===== src/rtl/tkbfd_pkg.sv =====
// ----------------------------------------------------------------------------
// tkbfd_pkg
// Types and constants shared by the byte frame deframer modules.
// ----------------------------------------------------------------------------
`default_nettype none

package tkbfd_pkg;

  localparam logic [7:0] HDR_COLUMN = 8'hFF;
  localparam logic [7:0] HDR_COLOUR = 8'h01;
  localparam logic [7:0] HDR_ALIGN  = 8'h03;
  localparam logic [7:0] TRAILER    = 8'hFE;

  localparam logic [1:0] LEN_LONG  = 2'd3;
  localparam logic [1:0] LEN_SHORT = 2'd2;

  typedef enum logic [1:0] {
    PH_IDLE    = 2'd0,
    PH_PAYLOAD = 2'd1,
    PH_TRAILER = 2'd2
  } phase_e;

  typedef enum logic [1:0] {
    KIND_COLUMN = 2'd0,
    KIND_COLOUR = 2'd1,
    KIND_ALIGN  = 2'd2
  } kind_e;

  typedef struct packed {
    logic       frame_done;
    logic [1:0] frame_kind;
    logic [7:0] payload_first;
    logic [7:0] payload_second;
    logic [7:0] payload_third;
  } result_t;

endpackage

`default_nettype wire


===== src/rtl/tkbfd_if.sv =====
// ----------------------------------------------------------------------------
// tkbfd_in_if / tkbfd_out_if
// Valid/ready channels for received bytes and for frame results.
// ----------------------------------------------------------------------------
`default_nettype none

interface tkbfd_in_if;
  logic       valid;
  logic       ready;
  logic [7:0] rx_byte;

  modport source (output valid, output rx_byte, input ready);
  modport sink   (input valid, input rx_byte, output ready);
endinterface

interface tkbfd_out_if;
  logic       valid;
  logic       ready;
  logic       frame_done;
  logic [1:0] frame_kind;
  logic [7:0] payload_first;
  logic [7:0] payload_second;
  logic [7:0] payload_third;

  modport source (output valid, output frame_done, output frame_kind,
                  output payload_first, output payload_second,
                  output payload_third, input ready);
  modport sink   (input valid, input frame_done, input frame_kind,
                  input payload_first, input payload_second,
                  input payload_third, output ready);
endinterface

`default_nettype wire


===== src/rtl/three_kind_byte_frame_deframer_top.sv =====
// ----------------------------------------------------------------------------
// three_kind_byte_frame_deframer_top
// Header/payload/trailer deframer for a byte stream with three frame kinds.
// ----------------------------------------------------------------------------
// Every received byte yields exactly one result transfer, through the input
// register and then the result register; a new byte can be accepted every
// cycle unless the result channel stalls. The frame state machine handles one byte
// per clock between the input register and the result register. Bytes 0xFF,
// 0x01 and 0x03 open column, colour-block and alignment frames while idle;
// after the payload, 0xFE closes the frame and its result has frame_done set.
`default_nettype none

module three_kind_byte_frame_deframer_top (
  input  wire logic  clk_i,
  input  wire logic  rst_ni,
  tkbfd_in_if.sink   in_i,
  tkbfd_out_if.source out_o
);

  logic               stage_valid;
  logic [7:0]         stage_byte;
  logic               can_load;
  logic               step;
  tkbfd_pkg::result_t parse_result;
  tkbfd_pkg::result_t out_result;

  assign step = stage_valid && can_load;

  tkbfd_in_reg u_in_reg (
    .clk_i      (clk_i),
    .rst_ni     (rst_ni),
    .in_valid_i (in_i.valid),
    .in_byte_i  (in_i.rx_byte),
    .in_ready_o (in_i.ready),
    .take_i     (step),
    .valid_o    (stage_valid),
    .byte_o     (stage_byte)
  );

  tkbfd_parse u_parse (
    .clk_i    (clk_i),
    .rst_ni   (rst_ni),
    .step_i   (step),
    .byte_i   (stage_byte),
    .result_o (parse_result)
  );

  tkbfd_out_reg u_out_reg (
    .clk_i      (clk_i),
    .rst_ni     (rst_ni),
    .load_i     (stage_valid),
    .result_i   (parse_result),
    .can_load_o (can_load),
    .valid_o    (out_o.valid),
    .ready_i    (out_o.ready),
    .result_o   (out_result)
  );

  assign out_o.frame_done     = out_result.frame_done;
  assign out_o.frame_kind     = out_result.frame_kind;
  assign out_o.payload_first  = out_result.payload_first;
  assign out_o.payload_second = out_result.payload_second;
  assign out_o.payload_third  = out_result.payload_third;

endmodule

`default_nettype wire


===== src/rtl/tkbfd_in_reg.sv =====
// ----------------------------------------------------------------------------
// tkbfd_in_reg
// Input register stage that holds one received byte until it is parsed.
// ----------------------------------------------------------------------------
`default_nettype none

module tkbfd_in_reg (
  input  wire logic       clk_i,
  input  wire logic       rst_ni,
  input  wire logic       in_valid_i,
  input  wire logic [7:0] in_byte_i,
  output logic            in_ready_o,
  input  wire logic       take_i,
  output logic            valid_o,
  output logic [7:0]      byte_o
);

  logic       valid_q;
  logic [7:0] byte_q;
  logic       load;

  // The stage frees up in the same cycle its byte moves on.
  assign in_ready_o = !valid_q || take_i;
  assign load       = in_valid_i && in_ready_o;

  always_ff @(posedge clk_i or negedge rst_ni) begin
    if (!rst_ni) begin
      valid_q <= 1'b0;
    end else if (load) begin
      valid_q <= 1'b1;
    end else if (take_i) begin
      valid_q <= 1'b0;
    end
  end

  always_ff @(posedge clk_i) begin
    if (load) begin
      byte_q <= in_byte_i;
    end
  end

  assign valid_o = valid_q;
  assign byte_o  = byte_q;

endmodule

`default_nettype wire


===== src/rtl/tkbfd_parse.sv =====
// ----------------------------------------------------------------------------
// tkbfd_parse
// Frame state machine: header search, payload capture and trailer match.
// ----------------------------------------------------------------------------
`default_nettype none

module tkbfd_parse (
  input  wire logic              clk_i,
  input  wire logic              rst_ni,
  input  wire logic              step_i,
  input  wire logic [7:0]        byte_i,
  output tkbfd_pkg::result_t     result_o
);

  tkbfd_pkg::phase_e phase_q, phase_d;
  tkbfd_pkg::kind_e  kind_q, kind_d;
  logic [1:0]        count_q, count_d;
  logic [7:0]        store_q [3];
  logic [7:0]        store_d [3];
  logic              is_align;
  logic [1:0]        len;
  logic [1:0]        slot;

  assign is_align = (kind_q != tkbfd_pkg::KIND_COLUMN) && (kind_q != tkbfd_pkg::KIND_COLOUR);
  assign len      = is_align ? tkbfd_pkg::LEN_SHORT : tkbfd_pkg::LEN_LONG;
  assign slot     = (count_q == 2'd3) ? 2'd0 : count_q;

  always_comb begin
    phase_d  = phase_q;
    kind_d   = kind_q;
    count_d  = count_q;
    store_d  = store_q;
    result_o = '0;
    case (phase_q)
      tkbfd_pkg::PH_PAYLOAD: begin
        store_d[slot] = byte_i;
        count_d       = count_q + 2'd1;
        if (count_d >= len) begin
          phase_d = tkbfd_pkg::PH_TRAILER;
        end
      end
      tkbfd_pkg::PH_TRAILER: begin
        if (byte_i == tkbfd_pkg::TRAILER) begin
          result_o.frame_done     = 1'b1;
          result_o.frame_kind     = is_align ? tkbfd_pkg::KIND_ALIGN : kind_q;
          result_o.payload_first  = store_q[0];
          result_o.payload_second = store_q[1];
          result_o.payload_third  = is_align ? 8'd0 : store_q[2];
          phase_d                 = tkbfd_pkg::PH_IDLE;
        end
      end
      default: begin
        phase_d = tkbfd_pkg::PH_IDLE;
        if (byte_i inside {tkbfd_pkg::HDR_COLUMN, tkbfd_pkg::HDR_COLOUR,
                           tkbfd_pkg::HDR_ALIGN}) begin
          phase_d = tkbfd_pkg::PH_PAYLOAD;
          count_d = 2'd0;
        end
        case (byte_i)
          tkbfd_pkg::HDR_COLUMN: kind_d = tkbfd_pkg::KIND_COLUMN;
          tkbfd_pkg::HDR_COLOUR: kind_d = tkbfd_pkg::KIND_COLOUR;
          tkbfd_pkg::HDR_ALIGN:  kind_d = tkbfd_pkg::KIND_ALIGN;
          default:               kind_d = kind_q;
        endcase
      end
    endcase
  end

  always_ff @(posedge clk_i or negedge rst_ni) begin
    if (!rst_ni) begin
      phase_q    <= tkbfd_pkg::PH_IDLE;
      kind_q     <= tkbfd_pkg::KIND_COLUMN;
      count_q    <= 2'd0;
      store_q[0] <= 8'd0;
      store_q[1] <= 8'd0;
      store_q[2] <= 8'd0;
    end else if (step_i) begin
      phase_q <= phase_d;
      kind_q  <= kind_d;
      count_q <= count_d;
      store_q <= store_d;
    end
  end

endmodule

`default_nettype wire


===== src/rtl/tkbfd_out_reg.sv =====
// ----------------------------------------------------------------------------
// tkbfd_out_reg
// Result register that holds one frame result until the sink takes it.
// ----------------------------------------------------------------------------
`default_nettype none

module tkbfd_out_reg (
  input  wire logic               clk_i,
  input  wire logic               rst_ni,
  input  wire logic               load_i,
  input  wire tkbfd_pkg::result_t result_i,
  output logic                    can_load_o,
  output logic                    valid_o,
  input  wire logic               ready_i,
  output tkbfd_pkg::result_t      result_o
);

  logic               valid_q;
  tkbfd_pkg::result_t result_q;

  assign can_load_o = !valid_q || ready_i;

  always_ff @(posedge clk_i or negedge rst_ni) begin
    if (!rst_ni) begin
      valid_q <= 1'b0;
    end else if (can_load_o) begin
      valid_q <= load_i;
    end
  end

  always_ff @(posedge clk_i) begin
    if (load_i && can_load_o) begin
      result_q <= result_i;
    end
  end

  assign valid_o  = valid_q;
  assign result_o = result_q;

endmodule

`default_nettype wire


===== src/flat_wrapper.sv =====
// flat-port wrapper written by rule: the top's interface ports become plain ports
module three_kind_byte_frame_deframer_top_flat 
  (clk_i, rst_ni, in_i_valid, in_i_rx_byte, in_i_ready, out_o_valid, out_o_frame_done, out_o_frame_kind, out_o_payload_first, out_o_payload_second, out_o_payload_third, out_o_ready);
  tkbfd_in_if in_i_i ();
  tkbfd_out_if out_o_i ();
  input  wire logic clk_i;
  input  wire logic rst_ni;
  input wire logic [$bits(in_i_i.valid)-1:0] in_i_valid;
  input wire logic [$bits(in_i_i.rx_byte)-1:0] in_i_rx_byte;
  output wire logic [$bits(in_i_i.ready)-1:0] in_i_ready;
  output wire logic [$bits(out_o_i.valid)-1:0] out_o_valid;
  output wire logic [$bits(out_o_i.frame_done)-1:0] out_o_frame_done;
  output wire logic [$bits(out_o_i.frame_kind)-1:0] out_o_frame_kind;
  output wire logic [$bits(out_o_i.payload_first)-1:0] out_o_payload_first;
  output wire logic [$bits(out_o_i.payload_second)-1:0] out_o_payload_second;
  output wire logic [$bits(out_o_i.payload_third)-1:0] out_o_payload_third;
  input wire logic [$bits(out_o_i.ready)-1:0] out_o_ready;
  assign in_i_i.valid = in_i_valid;
  assign in_i_i.rx_byte = in_i_rx_byte;
  assign in_i_ready = in_i_i.ready;
  assign out_o_valid = out_o_i.valid;
  assign out_o_frame_done = out_o_i.frame_done;
  assign out_o_frame_kind = out_o_i.frame_kind;
  assign out_o_payload_first = out_o_i.payload_first;
  assign out_o_payload_second = out_o_i.payload_second;
  assign out_o_payload_third = out_o_i.payload_third;
  assign out_o_i.ready = out_o_ready;
  three_kind_byte_frame_deframer_top u_core (.clk_i(clk_i), .rst_ni(rst_ni), .in_i(in_i_i), .out_o(out_o_i));
endmodule

===== config.mk =====
export PLATFORM = sky130hd
export DESIGN_NAME = three_kind_byte_frame_deframer_top_flat
export DESIGN_NICKNAME = d
export VERILOG_FILES = /design/src/rtl/tkbfd_pkg.sv /design/src/rtl/tkbfd_if.sv /design/src/rtl/three_kind_byte_frame_deframer_top.sv /design/src/rtl/tkbfd_in_reg.sv /design/src/rtl/tkbfd_parse.sv /design/src/rtl/tkbfd_out_reg.sv /design/src/flat_wrapper.sv
export SDC_FILE = /design/constraint.sdc
export NUM_CORES = 1
export LEC_CHECK = 0
export BUFFER_PORTS_ARGS = -buffer_cell sky130_fd_sc_hd__clkbuf_2
export CAP_MARGIN = 25
export CORE_MARGIN = 2
export CORE_UTILIZATION = 40
export DETAILED_ROUTE_END_ITERATION = 8
export GPL_ROUTABILITY_DRIVEN = 0
export SYNTH_ARGS = -nofsm -noshare
export SYNTH_HDL_FRONTEND = slang
export SYNTH_SLANG_ARGS = --single-unit
export TNS_END_PERCENT = 50

===== constraint.sdc =====
create_clock -name clk_i -period 5.2 [get_ports clk_i]
set_input_delay 0.26 -clock clk_i [delete_from_list [all_inputs] [get_ports clk_i]]
set_output_delay 0.26 -clock clk_i [all_outputs]
set_load 0.02 [all_outputs]

==> run_results.csv, run 1 <==
group,metric,value,unit
synthesis,ys_seq_area_share,67.95,%
finish,num_antenna_cells,0,
global_route,grt.overflow.total,0,
cts,cts_buffers,9,
critical_path,crit_arrival,2.09,ns
critical_path,path_delay_family,"simple AND/OR/NAND/NOR gates",
finish,fin_nets,237,
synthesis,syn_avg_cell_area,15.75,um2
placement,portBuffers,40,
min_path,hp-class,"input port to asynchronous set/reset pin",
cts,clkLatencyLatePin,0.34,ns
sta,final_max_slew_viol_count,0,
power,power_density,345.6,nW/um2
sta,hold_violations,0,
synthesis,synth_edf_count,35,
floorplanning,start_util,40.79,%
synthesis,yosysTopAreaCellShare,38.57,%
sta,timing.slew.headroom,44.82,%
sta,min_period,1.869,ns
floorplanning,num_rows,30,
floorplanning,dieHeight,86.54,um
global_route,grt_pass1_wl,7527,um
sta,fmax,535.0,MHz
critical_path,max_stage_delay,0.39,ns
cts,postCtsSetupBuffers,0,
critical_path,cp_max_fo,34,
synthesis,synth_area_leaders,"edfxtp_1 (39%), dfrtp_1 (29%), mux2_1 (7.9%)",
finish,final_area,3194,um2
critical_path,cp_slowest_cell,"dfrtp_1",
cts,clk_pin_slew_worst_paths,0.07,ns
job,drv_cap,0,
cts,hold_buffers,0,
cts,cts-htree-levels,3,
cts,clockBufferDepth,2,
critical_path,cp.buffers_inverters,1,
synthesis,yosysWarnings,0,
placement,dpl_cell_area,3010,um2
outcome,status,"finished, final reports clean",
finish,final_util,47.81,%
sta,hold_slack,0.01180,ns
critical_path,cp-start-kind,"flip-flop",
drt,drc,0,
synthesis,async_flop_share,47.76,%
sta,fin_crit_sh,35.95,%
power,ir_drop,210.8,uV
sta,tightestPinTransition,0.8277,ns
global_route,grt_antenna_before_repair,0,
floorplanning,pin_count,41,
sta,rsz0062_at_grt,"no",
synthesis,synth_common_cells,"edfxtp_1 (35), dfrtp_1 (32), mux2_1 (19)",
power,p_leak,0.001478,uW
drt,routed_via_density,4.961,
drt,ant_nets,0,
synthesis,postSynthCellCount,173,
synthesis,synth_area,2725,um2
synthesis,synth_top_cell_by_area,"edfxtp_1",
global_route,grt_pass1_vias,1431,
critical_path,cp-end-kind,"flip-flop",
synthesis,synth.most_common_cell,"edfxtp_1",
synthesis,synth_ff_type,"edfxtp_1",
synthesis,yosysUniqueCellTypes,32,
finish,area.growth.synth_to_final,17.22,%
drt,wl_per_cell,15.00,um
critical_path,required,5.42,ns
critical_path,crit_type,"flip-flop to flip-flop",
drt,dr.pass1.iters,4,
cts,cts_tree,"built",
drt,routed_wl,4576,um
floorplanning,core,6681,um2
sta,setup_viol_count_final,0,
floorplanning,die_w,86.54,um
drt,vias,1513,
critical_path,path_cells,"nand2b_1 > and2_1 > buf_4 > nand3_2 > mux2_1",
cts,root_buffer,"clkbuf_8",
floorplanning,die_area,7489,um2
synthesis,ys_seq_elements,67,
global_route,grt_max_degree,35,
placement,dp_hpwl,3012,um
drt,drtIter0Drc,66,
finish,layout-drive-gt1-share,31.11,%
cts,cts-resized-gates,0,
synthesis,synth_nets,190,
global_route,grt_use_total,13.88,%
sta,fin_setup_tns,0,ns
sta,finClkSkew,0.005431,ns
cts,numClockSinks,67,
==> routing by layer <==
metal | track usage [%] | wire, um
met5 | 0 | 0
met4 | 7.244 | 97
met3 | 5.143 | 218
met2 | 18.60 | 1943
met1 | 19.58 | 2316
==> worst reg2reg max path, delay by kind of cell, from the launching register on <==
family        cells  cell delay (ns)
simple gates      3             0.59
flops             1             0.39
mux               1             0.39
buf+inv           1             0.38
==> through the flow <==
step	instances	setup slack (ns)	power [uW]
final	305	3.331	1104
after global routing	305	3.190	1160
after CTS	305	3.291	1122
after detailed placement	289	3.303	709.7
after global placement	289	3.361	707.7
after floorplan	173	3.271	673.4
==> cell families (layout without fill, tap and decap cells) <==
kind of cell    after synthesis  in the layout  share of synthesized area [%]
mux                          28             28                          11.48
fa+ha+maj                     5              5                          2.296
flops                        67             67                          67.95
buf+inv                      13             65                          1.928
compound gates                9              9                          2.525
simple gates                 51             51                          13.82
==> sequential cells by signal (all words and copies together) (netlist names) <==
signal,flops
u_core.u_in_reg.byte_o,8
u_core.u_parse.phase_q,2
u_core.u_in_reg.valid_o,1
u_core.u_parse.kind_q,2
u_core.u_parse.count_q,2
u_core.u_out_reg.valid_o,1
u_core.u_parse.store_q,24
u_core.u_out_reg.result_o,27
==> cell usage in the layout, fill, tap and decap left out, drive strengths merged, types with 2 or more instances in the layout <==
cell type / instances
clkbuf: 50
edfxtp: 35
dfrtp: 32
mux2: 26
and2: 18
and3: 9
inv: 8
nand3: 6
ha: 5
clkinv: 5
nor2: 4
nand2b: 3
nand4: 3
a31oi: 2
mux2i: 2
o31ai: 2
nor4: 2
a2bb2oi: 2
==> report_power, final <==
part / internal (uW) / switching [uW] / total (uW)
Combinational: 28.7 / 55.3 / 83.9
Sequential: 593 / 19.4 / 612
Clock: 217 / 190 / 408
Total: 839 / 265 / 1100
==> final timing paths <==
| kind | startpoint | endpoint | slack, ns | cells after the start |
|---|---|---|---|---|
| worst max-delay path | u_core.u_out_reg.valid_o$_DFFE_PN0P_ | u_core.u_parse.store_q[16]$_DFFE_PN0P_ | 3.33 | 5 |
| worst min-delay path | rst_ni | u_core.u_parse.count_q[0]$_DFFE_PN0P_ | 0.01 | 1 |
| worst max register to register | u_core.u_out_reg.valid_o$_DFFE_PN0P_ | u_core.u_parse.store_q[16]$_DFFE_PN0P_ | 3.33 | 5 |
| worst min register to register | u_core.u_parse.kind_q[0]$_DFFE_PN0P_ | u_core.u_parse.kind_q[0]$_DFFE_PN0P_ | 0.48 | 1 |
| max in group asynchronous | rst_ni | u_core.u_parse.store_q[2]$_DFFE_PN0P_ | 4.67 | 1 |
| min in group clk_i | in_i_rx_byte[3] | u_core.u_in_reg.byte_o[3]$_DFFE_PP_ | 0.09 | 1 |
==> area by class of cell <==
cell class | count | area (um2)
fillers | 604 | 3487
flip-flops and latches | 67 | 1852
multi-input cells | 93 | 820.8
repair buffers | 41 | 207.7
clock buffers | 10 | 127.6
well taps | 80 | 100.1
clock inverters | 6 | 56.30
inverters | 8 | 30.03
Note: power is estimated with default switching activity, not from simulation.
==> run 2, diff against run 1 <==
Settings changed: ABC_AREA set to 1.
Clock period 5.2 ns to 1.82 ns, I/O delays scaled along.
==> run 2 against run 1 <==
Effect of this change: core utilization up 1.9 points; synthesized area grew 0.87%; combinational power rose to 5.6 times the previous value; global-route usage rose by 0.35 points; hold slack gained 0.024 ns; clock-buffer cell count rose by 1; first-iteration DRC count grew 21%; routed wire length increased by 5.7%; fmax grew 29%; synthesized cell count increased by 46%; largest cell class unchanged; highest routed layer unchanged.
==> run_results.csv, run 2 <==
group,metric,value,unit
sta,setup_viol_count_final,0,
finish,multi_input_area,690.7,um2
finish,mostFrequentLayoutCells,"nand2_1 (55), inv_1 (43), clkbuf_2 (40)",
sta,fin_crit_sh,79.45,%
floorplanning,die_w,86.90,um
global_route,grt.overflow.total,0,
sta,hold_violations,0,
global_route,grt_pass1_vias,1664,
finish,num_antenna_cells,0,
sta,finClkSkew,0.009850,ns
power,p_leak,0.001410,uW
placement,dpl_cell_area,3030,um2
sta,timing.slew.headroom,47.33,%
sta,rsz0062_at_grt,"no",
power,power_density,1085,nW/um2
drt,routed_wl,4839,um
critical_path,cp-start-kind,"flip-flop",
synthesis,yosysWarnings,0,
finish,final_util,49.70,%
power,ir_drop,399.6,uV
power,finalPower,3623,uW
drt,ant_nets,0,
sta,tightestPinTransition,0.7901,ns
synthesis,async_flop_share,47.76,%
global_route,grt_use_total,14.23,%
critical_path,crit_type,"flip-flop to flip-flop",
critical_path,reg2reg_to,"u_core.u_parse.store_q[16]$_DFFE_PN0P_",
finish,largest_register_ffs,27,
synthesis,ys_seq_elements,67,
global_route,grt_max_degree,33,
floorplanning,die_area,7552,um2
critical_path,reg2reg_depth,4,
sta,fmax,691.6,MHz
placement,portBuffers,40,
sta,final_max_slew_viol_count,0,
synthesis,synth_edf_count,35,
sta,min_period,1.446,ns
cts,root_buffer,"clkbuf_8",
synthesis,yosysUniqueCellTypes,24,
cts,clk_pin_slew_worst_paths,0.07,ns
synthesis,ys_seq_area_share,67.36,%
floorplanning,start_util,40.91,%
outcome,status,"finished, final reports clean",
synthesis,postSynthCellCount,252,
job,drv_cap,0,
critical_path,endpoint,"u_core.u_parse.store_q[16]$_DFFE_PN0P_",
critical_path,cp_max_fo,16,
finish,fill_cells,617,
finish,fin_cells,395,
drt,wl_per_cell,12.25,um
floorplanning,dieHeight,86.90,um
global_route,grt_pass1_wl,7845,um
synthesis,yosysTopAreaCellShare,38.23,%
sta,fin_setup_tns,0,ns
drt,drtIter0Drc,80,
synthesis,synth_common_cells,"nand2_1 (55), inv_1 (43), edfxtp_1 (35)",
critical_path,cp-end-kind,"flip-flop",
synthesis,syn_avg_cell_area,10.91,um2
synthesis,synth_area,2749,um2
synthesis,synth.most_common_cell,"nand2_1",
drt,drc,0,
cts,clkLatencyLatePin,0.35,ns
finish,regArea,1852,um2
synthesis,synth_area_leaders,"edfxtp_1 (38%), dfrtp_1 (29%), nand2_1 (7.5%)",
cts,clockBufferDepth,2,
floorplanning,pin_count,41,
placement,dp_hpwl,3199,um
finish,area.growth.synth_to_final,21.48,%
cts,numClockSinks,67,
finish,layout_commonest_cell,"nand2_1",
cts,cts-resized-gates,0,
cts,cts-htree-levels,3,
min_path,hp-class,"input port to flip-flop",
drt,vias,1781,
drt,routed_via_density,4.509,
finish,fin_nets,327,
critical_path,required,2.08,ns
cts,cts_buffers,9,
floorplanning,core,6719,um2
finish,layout-drive-gt1-share,24.13,%
critical_path,rr_startpoint,"u_core.u_parse.phase_q[1]$_DFFE_PN0P_",
synthesis,synth_nets,269,
drt,dr.pass1.iters,4,
cts,cts_tree,"built",
global_route,grt_antenna_before_repair,0,
synthesis,synth_ff_type,"edfxtp_1",
finish,final_area,3339,um2
critical_path,worstSetupStartpoint,"u_core.u_parse.phase_q[1]$_DFFE_PN0P_",
placement,dp.cells,369,
critical_path,crit_arrival,1.70,ns
synthesis,synth_top_cell_by_area,"edfxtp_1",
floorplanning,num_rows,30,
critical_path,reg2reg_setup_slack,0.37,ns
[run 2: changes by cell type in the layout (fill, tap and decap cells not counted), moves of 7 or more]
cell and delta:
nor2_1 +18, and2_1 -18, mux2_2 -7, o21ai_0 +21, mux2_1 -19, and3_1 -9, inv_1 +35, nor2_2 +9
nand2_1 +54, dlygate4sd3_1 +10
[run 2: final cells by class]
cell class	instances	area share (%)
inverter	46	5.395
clock buffer	11	3.934
sequential	67	55.45
tap	80	2.997
timing repair buffer	51	9.217
clock inverter	5	2.323
multi-input combinational	135	20.68
[run 2: per-layer routing]
metal / up-vias / share of wire, % / global-route usage [%] / routed length [um]
li1: 913 / - / - / -
met1: 811 / 48 / 18.58 / 2307
met2: 44 / 45 / 21.30 / 2184
met3: 13 / 3.9 / 3.128 / 191
met4: 0 / 3.2 / 9.375 / 155
met5: - / 0 / 0 / 0
[run 2: stage by stage]
step | hold WS (ns) | setup slack, ns
after floorplan | -0.2046 | 0.3859
after global placement | 0.2144 | 0.4069
after detailed placement | 0.2123 | 0.3924
after CTS | 0.03682 | 0.3621
after global routing | 0.04826 | 0.1767
final | 0.03584 | 0.3740
[run 2: logic make-up after synthesis]
| kind of cell | Yosys count | synth area share [%] |
|---|---|---|
| buffers and inverters | 50 | 7.510 |
| AO/OA/AOI/OAI | 27 | 5.007 |
| adder cells (fa/ha/maj) | 5 | 2.276 |
| flip-flops | 67 | 67.36 |
| AND/OR/NAND/NOR | 103 | 17.84 |
[run 2: where the power goes]
| part | internal, uW | switching (uW) | leakage [uW] |
|---|---|---|---|
| clock network | 767 | 559 | 0.000103 |
| logic | 147 | 323 | 0.000521 |
| registers | 1760 | 65.4 | 0.000786 |
[run 2: critical path, cell delays in order (launching register included)]
cell,delay [ns]
dfrtp_1,0.40
inv_1,0.06
ha_1,0.34
nand3_2,0.30
o21ai_0,0.25
[run 2: worst min-delay path by stage]
stage / end / startpoint / depth (start not counted)
2_1_floorplan: u_core.u_in_reg.valid_o$_DFFE_PN0P_ / rst_ni / 0
4_1_cts: u_core.u_out_reg.valid_o$_DFFE_PN0P_ / out_o_ready / 4
5_1_grt: u_core.u_out_reg.valid_o$_DFFE_PN0P_ / out_o_ready / 4
3_3_place_gp: u_core.u_parse.store_q[3]$_DFFE_PN0P_ / rst_ni / 1
3_5_place_dp: u_core.u_parse.store_q[3]$_DFFE_PN0P_ / rst_ni / 1
6_report: u_core.u_out_reg.valid_o$_DFFE_PN0P_ / out_o_ready / 4
[run 2: repair_timing]
item / 4_1_cts / 5_1_grt
setup endpoints to repair: 0 / 0
endpoints found under the hold margin: 41 / 0
hold buffers: 10 / 0
setup buffers: 0 / 0
==> run 3, diff against run 2 <==
Clock period 1.82 ns to 1.3 ns, I/O delays scaled along.
==> run 3 against run 2 <==
Effect of this change: the flow now finishes with violations (setup timing); power is 48% higher; combinational power is 94% higher; core utilization is 6.9 points higher; via count is 8.4% higher; clock skew is 0.0036 ns higher; clock-buffer cell count is 1 higher; register-to-register slack worse by 0.41 ns; flip-flop and latch count stayed put; hold slack better by 0.24 ns.
==> run_results.csv, run 3 (synthesis results as in run 2) <==
group,metric,value,unit
cts,cts_tree,"built",
critical_path,cp-start-kind,"flip-flop",
floorplanning,dieHeight,86.90,um
critical_path,endpoint,"u_core.u_out_reg.result_o[5]$_SDFFCE_PP0P_",
cts,clk_pin_slew_worst_paths,0.08,ns
global_route,grt_use_total,14.85,%
finish,layout-drive-gt1-share,40.52,%
placement,dpl_cell_area,3204,um2
finish,largest_register_ffs,27,
critical_path,crit_arrival,1.55,ns
critical_path,reg2reg_to,"u_core.u_out_reg.result_o[5]$_SDFFCE_PP0P_",
critical_path,reg2reg_setup_slack,-0.04,ns
critical_path,cp_max_fo,5,
power,p_leak,0.001595,uW
sta,timing.slew.headroom,72.31,%
global_route,grt_max_degree,33,
sta,setup_ws,-0.03994,ns
sta,min_period,1.340,ns
drt,wl_per_cell,12.37,um
floorplanning,die_w,86.90,um
cts,root_buffer,"clkbuf_8",
global_route,grt_antenna_before_repair,0,
floorplanning,pin_count,41,
drt,routed_via_density,4.509,
placement,dp_hpwl,3338,um
cts,clkLatencyLatePin,0.35,ns
critical_path,required,1.51,ns
finish,area.growth.synth_to_final,38.42,%
finish,mostFrequentLayoutCells,"nand2_1 (51), clkbuf_2 (40), inv_1 (39)",
job,drv_cap,0,
finish,layout_commonest_cell,"nand2_1",
drt,vias,1930,
critical_path,reg2reg_depth,6,
sta,tightestPinTransition,0.4154,ns
cts,numClockSinks,67,
drt,drtIter0Drc,54,
drt,drc,0,
cts,clockBufferDepth,2,
global_route,grt.overflow.total,0,
critical_path,rr_startpoint,"u_core.u_in_reg.byte_o[0]$_DFFE_PP_",
global_route,grt_pass1_wl,8211,um
critical_path,worstSetupStartpoint,"u_core.u_in_reg.byte_o[0]$_DFFE_PP_",
critical_path,crit_type,"flip-flop to flip-flop",
finish,final_area,3805,um2
sta,fmax,746.3,MHz
floorplanning,core,6719,um2
floorplanning,die_area,7552,um2
sta,rsz0062_at_grt,"yes",
min_path,hp-class,"input port to asynchronous set/reset pin",
finish,fin_nets,361,
finish,final_util,56.63,%
sta,hold_violations,0,
outcome,failed_checks,"setup timing",
floorplanning,start_util,40.91,%
cts,cts_buffers,9,
critical_path,cp-end-kind,"flip-flop",
finish,num_antenna_cells,0,
sta,final_max_slew_viol_count,0,
drt,dr.pass1.iters,4,
outcome,status,"finished, violations left",
placement,portBuffers,40,
global_route,grt_pass1_vias,1766,
drt,routed_wl,5295,um
sta,setup_viol_count_final,24,
floorplanning,num_rows,30,
power,power_density,1406,nW/um2
cts,cts-htree-levels,3,
sta,fin_crit_sh,103.1,%
sta,finClkSkew,0.01344,ns
drt,ant_nets,0,
power,ir_drop,642.5,uV
## run 3: changes by cell type in the layout (fill, tap and decap cells not counted), moves of 9 or more
cell	before	now
buf_4	1	29
nor2_1	22	4
nor2_2	9	18
nor2_4	2	11
## run 3: worst min path at each step
stage	start	endpoint	slack [ns]	cells past startpoint
2_1_floorplan	rst_ni	u_core.u_in_reg.valid_o$_DFFE_PN0P_	-0.23	0
3_3_place_gp	rst_ni	u_core.u_parse.store_q[3]$_DFFE_PN0P_	0.12	2
3_5_place_dp	rst_ni	u_core.u_parse.store_q[0]$_DFFE_PN0P_	0.11	2
4_1_cts	rst_ni	u_core.u_parse.store_q[15]$_DFFE_PN0P_	0.29	3
5_1_grt	rst_ni	u_core.u_parse.store_q[15]$_DFFE_PN0P_	0.33	3
6_report	rst_ni	u_core.u_parse.store_q[15]$_DFFE_PN0P_	0.28	3
## run 3: through the flow
step | hold slack [ns] | setup TNS, ns | total power, uW | worst slack [ns] | std cells
finish | 0.2766 | -0.4131 | 5348 | -0.03994 | 428
global route | 0.3288 | -4.441 | 5586 | -0.1252 | 428
CTS | 0.2892 | -0.1093 | 5359 | -0.02448 | 420
detailed placement | 0.1129 | -0.4552 | 3365 | -0.07659 | 391
global placement | 0.1160 | -0.03308 | 3344 | -0.007099 | 391
floorplan | -0.2306 | -0.1198 | 3029 | -0.03098 | 252
## run 3: timing repair
action,4_1_cts,5_1_grt
resized for setup,13,42
hold endpoints to repair,42,0
setup endpoints to repair,50,72
cloned,0,3
hold buffers,11,0
pin swaps,6,11
setup buffers,3,5
## run 3: critical path, stage by stage, from the launching register on
cell and delay, ns:
edfxtp_1 0.40, nor3_2 0.21, nand2_2 0.11, nor2_4 0.13, buf_12 0.18, nand2_8 0.10
nor2_4 0.08
## run 3: area by class of cell
| class | instances | area (um2) |
|---|---|---|
| repair inverters | 2 | 20.02 |
| clock inverters | 3 | 65.06 |
| fillers | 561 | 2914 |
| multi-input cells | 136 | 864.6 |
| inverters | 46 | 197.7 |
| clock buffers | 12 | 145.1 |
| flip-flops and latches | 67 | 1853 |
| repair buffers | 82 | 559.3 |
| well taps | 80 | 100.1 |
## run 3: report_power, final
group	internal, uW	total, uW	switching (uW)
registers	2470	2560	90.9
logic	379	915	536
clock network	1120	1880	755
## run 3: metal layers
layer / global-route usage, % / up-vias / routed length [um]
met4: 9.091 / 0 / 102
met1: 20.11 / 896 / 2531
met5: 0 / - / 0
met2: 21.86 / 43 / 2521
met3: 3.128 / 8 / 139
li1: - / 983 / -
